==> config.mk <==
export PLATFORM = sky130hd
export DESIGN_NAME = esmt_cell
export DESIGN_NICKNAME = d
export VERILOG_FILES = /design/src/hdl/esmt_pkg.sv /design/src/hdl/esmt_cell.sv
export SDC_FILE = /design/constraint.sdc
export NUM_CORES = 1
export LEC_CHECK = 0
export BUFFER_PORTS_ARGS = -buffer_cell sky130_fd_sc_hd__buf_2
export CAP_MARGIN = 0
export CORE_MARGIN = 5
export CORE_UTILIZATION = 42
export DETAILED_ROUTE_END_ITERATION = 12
export PLACE_DENSITY = 0.75
export SYNTH_ARGS = -nofsm -noshare
export SYNTH_HDL_FRONTEND = slang
export SYNTH_SLANG_ARGS = --single-unit
==> constraint.sdc <==
create_clock -name clk -period 1.5 [get_ports clk]
set_input_delay 0.15 -clock clk [delete_from_list [all_inputs] [get_ports clk]]
set_output_delay 0.15 -clock clk [all_outputs]
set_load 0.005 [all_outputs]
==> src/hdl/esmt_pkg.sv <==
// Package for the event subscription match table: sizes, types and key building.
// Depends on nothing; used by every module in hdl.
`default_nettype none
package esmt_pkg;
	localparam int TableEntries = 512;
	localparam int SlotW = $clog2(TableEntries);
	localparam int CntW = SlotW + 1;

	typedef enum logic [1:0] {
		FUNC_SUB   = 2'd0,
		FUNC_UNSUB = 2'd1,
		FUNC_PUB   = 2'd2,
		FUNC_HAS   = 2'd3
	} func_t;

	localparam logic [2:0] TYPE_NONE = 3'd0;
	localparam logic [2:0] TYPE_HYPERCALL = 3'd1;
	localparam logic [2:0] TYPE_EXCEPTION = 3'd2;
	localparam logic [2:0] TYPE_IO = 3'd3;
	localparam logic [2:0] TYPE_CR = 3'd4;
	localparam logic [2:0] TYPE_HALT = 3'd5;

	// Request broadcast to every cell during a scan.
	typedef struct packed {
		logic [1:0]  func;
		logic [2:0]  etype;
		logic [31:0] key;
		logic [15:0] handler;
		logic [9:0]  start;
		logic        scan;
	} req_t;

	// Per-cell answers to the current request.
	typedef struct packed {
		logic        hit;
		logic [15:0] handler;
		logic        excp;
		logic [4:0]  vec;
	} resp_t;

	function automatic logic [31:0] make_key(input logic [2:0] t, input logic [31:0] hc,
		input logic [4:0] ex, input logic dir, input logic [15:0] port,
		input logic [3:0] cr, input logic wr);
		logic [31:0] k;
		case (t)
			TYPE_HYPERCALL: k = hc;
			TYPE_EXCEPTION: k = {27'd0, ex};
			TYPE_IO:        k = {15'd0, dir, port};
			TYPE_CR:        k = {27'd0, wr, cr};
			default:        k = 32'd0;
		endcase
		return k;
	endfunction
endpackage
`default_nettype wire

==> src/hdl/esmt_cell.sv <==
// One table slot: stored type, condition key and handler, with its match logic.
// Depends on esmt_pkg.
`default_nettype none
module esmt_cell import esmt_pkg::*; (
	input  wire logic             clk,
	input  wire logic             arst_n,
	input  wire logic [SlotW-1:0] idx,
	input  wire req_t             req,
	input  wire logic             wr_en,
	input  wire logic             clr_en,
	output resp_t                 resp
);
	logic [2:0]  type_q;
	logic [31:0] cond_q;
	logic [15:0] hnd_q;
	logic        eq;

	assign eq = (type_q == req.etype);

	// Match rule for the pending function.
	always_comb begin
		resp.handler = hnd_q;
		resp.excp = (type_q == TYPE_EXCEPTION);
		resp.vec = cond_q[4:0];
		case (func_t'(req.func))
			FUNC_SUB:   resp.hit = (type_q == TYPE_NONE);
			FUNC_UNSUB: resp.hit = eq && cond_q == req.key;
			FUNC_PUB:   resp.hit = eq && ({1'b0, idx} >= req.start) &&
				(req.etype == TYPE_HALT ||
				(req.etype != TYPE_NONE && cond_q == req.key));
			FUNC_HAS:   resp.hit = eq;
			default:    resp.hit = 1'b0;
		endcase
	end

	// Type is control state; key and handler are payload.
	always_ff @(posedge clk or negedge arst_n) begin
		if (!arst_n) begin
			type_q <= TYPE_NONE;
		end else if (wr_en) begin
			type_q <= req.etype;
		end else if (clr_en) begin
			type_q <= TYPE_NONE;
		end
	end

	always_ff @(posedge clk) begin
		if (wr_en) begin
			cond_q <= req.key;
			hnd_q <= req.handler;
		end
	end
endmodule
`default_nettype wire

==> summary.md <==
| Metric | Value |
|---|---|
| Buffer count from post-CTS setup fixing | 0 |
| Synth area leaders | sky130_fd_sc_hd__edfxtp_1 63%, sky130_fd_sc_hd__xor2_1 12%, sky130_fd_sc_hd__ha_1 5.0% |
| WHS Path Cells | 1 |
| Worst Path Required | 1.35 ns |
| Register area share after synthesis | 66.8% |
| Cell Chain, Critical Path | xor2_1 > nor4_2 > nand4_1 > o21ai_1 > nand4_1 > o21ai_1 > buf_2 |
| Max IR drop VDD | 0.700 mV |
| Combined area of the multi-input logic cells | 696 um^2 |
| Largest fanout on the critical path | 1 |
| Floorplan die area | 6980 um^2 |
| Placer's final routability congestion estimate | 0.852 |
| Clock insertion delay at the later pin of the skew report | 0.30 ns |
| PnR Total Power | 3050 uW |
| Largest net degree at the start of global routing | 55 |
| R2r setup slk | 0.83 ns |
| Worst reg2reg path startpoint | type_q[1] |
| Hold path startpoint | req[17] |
| Routed len/inst | 13.4 um |
| Final worst clock skew | 0 ns |
| Cell count after synthesis | 150 |
| Die outline width | 83.5 um |
| Critical path capture point type | output port |
| Element type at the critical path start | flop |
| Critical register-to-register path endpoint | type_q[1] |
| Syn Area/Cell | 15.1 um^2 |
| Area growth from synthesis to layout | 31.7% |
| Total wire length | 4370 um |
| Fin crit share | 128% |
| Total half-perimeter wirelength after legalization and detailed placement | 3500 um |
| Synth warn | 0 |
| Max Cap Violations | 0 |
| # setup viols final | 1 |
| Overall fraction of global-route tracks in use | 12.9% |
| Actual slew at the worst max-slew pin | 0.273 ns |
| Number of detailed-routing iterations run before antenna repair | 4 |
| Fill cell instance count of the final layout | 429 |
| Count of pins over their slew limit | 0 |
| Placed standard-cell area | 2850 um^2 |
| Clk buf depth | 2 |
| Path type of the worst min-delay path | primary input to flop |
| Total CTS buffers | 5 |
| Number of port buffers | 98 |
| Number of sinks driven by the clock tree | 51 |
| Synthesis-stage register bit count | 51 |
| Max Freq | 520 MHz |
| Worst Path Class, Setup | flop to output port |
| Number of top-level design ports | 100 |
| Leakage power summed over all cells | 0.00131 uW |
| GR Overflow Total | 0 |
| Proportion of layout cells with a drive suffix above 1 | 44.5% |
| Clock slew at reported path FFs | 0.09 ns |
| Hold violation total from the final report | 0 |
| Number of standard-cell rows in the floorplan | 26 |
| Starting Density | 43.9% |
| Clock tree from TritonCTS | done |
| Post-layout net count | 341 |
| Delay of the slowest cell on the worst path | 0.39 ns |
| Library cell used as clock root buffer | sky130_fd_sc_hd__clkbuf_8 |
| CP Launch Point | cond_q[14] |
| Setup TNS | -0.421 ns |
| Fraction of synthesized cell area taken by the top area cell type | 63.5% |
| Terminating pin of the worst hold path | hnd_q[6] |
| R2R cell count | 2 |
| Post-Syn Area | 2270 um^2 |
| H-tree depth | 2 |
| Final routed DRC violation total | 0 |
| Distinct cell type count after synthesis | 25 |
| FF+latch area | 1520 um^2 |
| DP Worst Slack | -0.236 ns |
| Total power per unit cell area | 1020 nW/um^2 |
| Min setup slack post-route | -0.421 ns |
| Initial antenna violation count | 0 |
| Relative slew margins | 81.7% |
| Vias per cell | 4.72 |
| Area leader, netlist | sky130_fd_sc_hd__edfxtp_1 |
| Number of nets produced by synthesis | 236 |
| Number of global-route vias before repair | 1640 |
| Violations in the final reports | negative setup slack |
| Core region area | 5170 um^2 |
| Die boundary height | 83.5 um |
| Number of nets with antenna violations after routing | 0 |
| Design area | 2990 um^2 |
| Final Critical Period | 1.92 ns |
| Antenna Diode Count | 0 |
| DR vias | 1538 |
| Status | finished, violations left |
| Unrepaired setup endpoints after global routing | true |
| Number of violations reported at the end of detailed-routing iteration 0 | 47 |
| First-pass GRT wire length | 7370 um |
| Crit-path slowest cell | sky130_fd_sc_hd__edfxtp_1 |
| Critical path arrival | 1.77 ns |
==> timing repair <==
item	4_1_cts	5_1_grt
gates resized for setup	2	0
hold buffers	1	1
endpoints found under the setup margin	1	1
pin swaps	0	5
endpoints found under the hold margin	3	1
==> placed cells by master (no fill, tap or decap), drive strengths merged, types with 4 or more instances in the layout <==
master	synthesis	layout
buf	5	101
edfxtp	48	48
xor2	32	32
inv	9	10
ha	9	9
nor4	8	8
o21ai	7	7
nand2	5	5
clkbuf	0	5
nand2b	4	4
==> cell families (layout without fill, tap and decap cells) <==
group,after synthesis,count (layout),share of synthesized area [%]
adder cells (fa/ha/maj),9,9,4.96
flip-flops,51,51,66.8
AND/OR/NAND/NOR,27,27,7.88
AO/OA/AOI/OAI,14,14,3.75
buffers and inverters,14,120,3.14
XOR/XNOR,35,35,13.5
==> how the worst max path moves through the flow <==
| stage | to | cells past startpoint | slack [ns] |
|---|---|---|---|
| 6_report | resp[22] | 7 | -0.42 |
| 5_1_grt | resp[22] | 7 | -0.58 |
| 4_1_cts | resp[22] | 7 | -0.48 |
| 3_5_place_dp | resp[22] | 10 | -0.24 |
| 3_3_place_gp | resp[22] | 10 | -0.21 |
| 2_1_floorplan | resp[22] | 8 | 0.04 |
==> routing by layer <==
metal	GRT usage (%)	share of wire, %
met5	0	0
met4	4.39	1.4
met3	7.60	13
met2	20.0	45
met1	15.0	40
==> per-stage QoR <==
| stage | utilization [%] | instances | hold slack, ns |
|---|---|---|---|
| floorplan | - | 150 | -0.146 |
| global placement | 55.0 | 316 | -0.0480 |
| detailed placement | 55.0 | 316 | -0.0483 |
| CTS | 57.6 | 325 | 0.0117 |
| global route | 57.8 | 326 | 0.00209 |
| finish | 57.8 | 326 | 0.0232 |
==> state kept, by name, indices dropped and copies added, names as in the netlist <==
signal and cells:
cond_q 32, type_q 3, hnd_q 16
==> power by group <==
part           switching [uW]  internal, uW  total [uW]  leakage (uW)
Sequential               43.7          1680        1720      0.000508
Clock                     436           497         933     0.0000562
Combinational             190           206         396      0.000742
==> cells in the mapped netlist (all sizes together) <==
cell type	instances
xor2	32
edfxtp	48
dfrtp	3
a41o	1
and2	1
o22ai	1
nor2	1
a21oi	2
nand3	1
nand4	3
nand2b	4
xnor2	3
ha	9
buf	5
nor3	2
inv	9
o21ai	7
a41oi	1
and3b	1
nor3b	1
nand2	5
nor4	8
a211oi	2
==> worst max-delay path: cells and delay by family (launching register included) <==
kind	cells	cell delay, ns
xor gates and xnor gates	1	0.16
AOI/OAI and AO/OA	2	0.26
DFF	1	0.39
buffers and inverters	1	0.13
and+or+nand+nor	3	0.56
==> final cells by class <==
| cell class | count | share of cell area, % |
|---|---|---|
| Timing Repair Buffer | 103 | 18.2 |
| Multi-Input combinational cell | 85 | 23.3 |
| Sequential cell | 51 | 50.7 |
| Clock buffer | 5 | 2.30 |
| Tap cell | 70 | 2.93 |
| Clock inverter | 3 | 1.42 |
| Inverter | 9 | 1.13 |
Power figures use the tool's default switching activity.
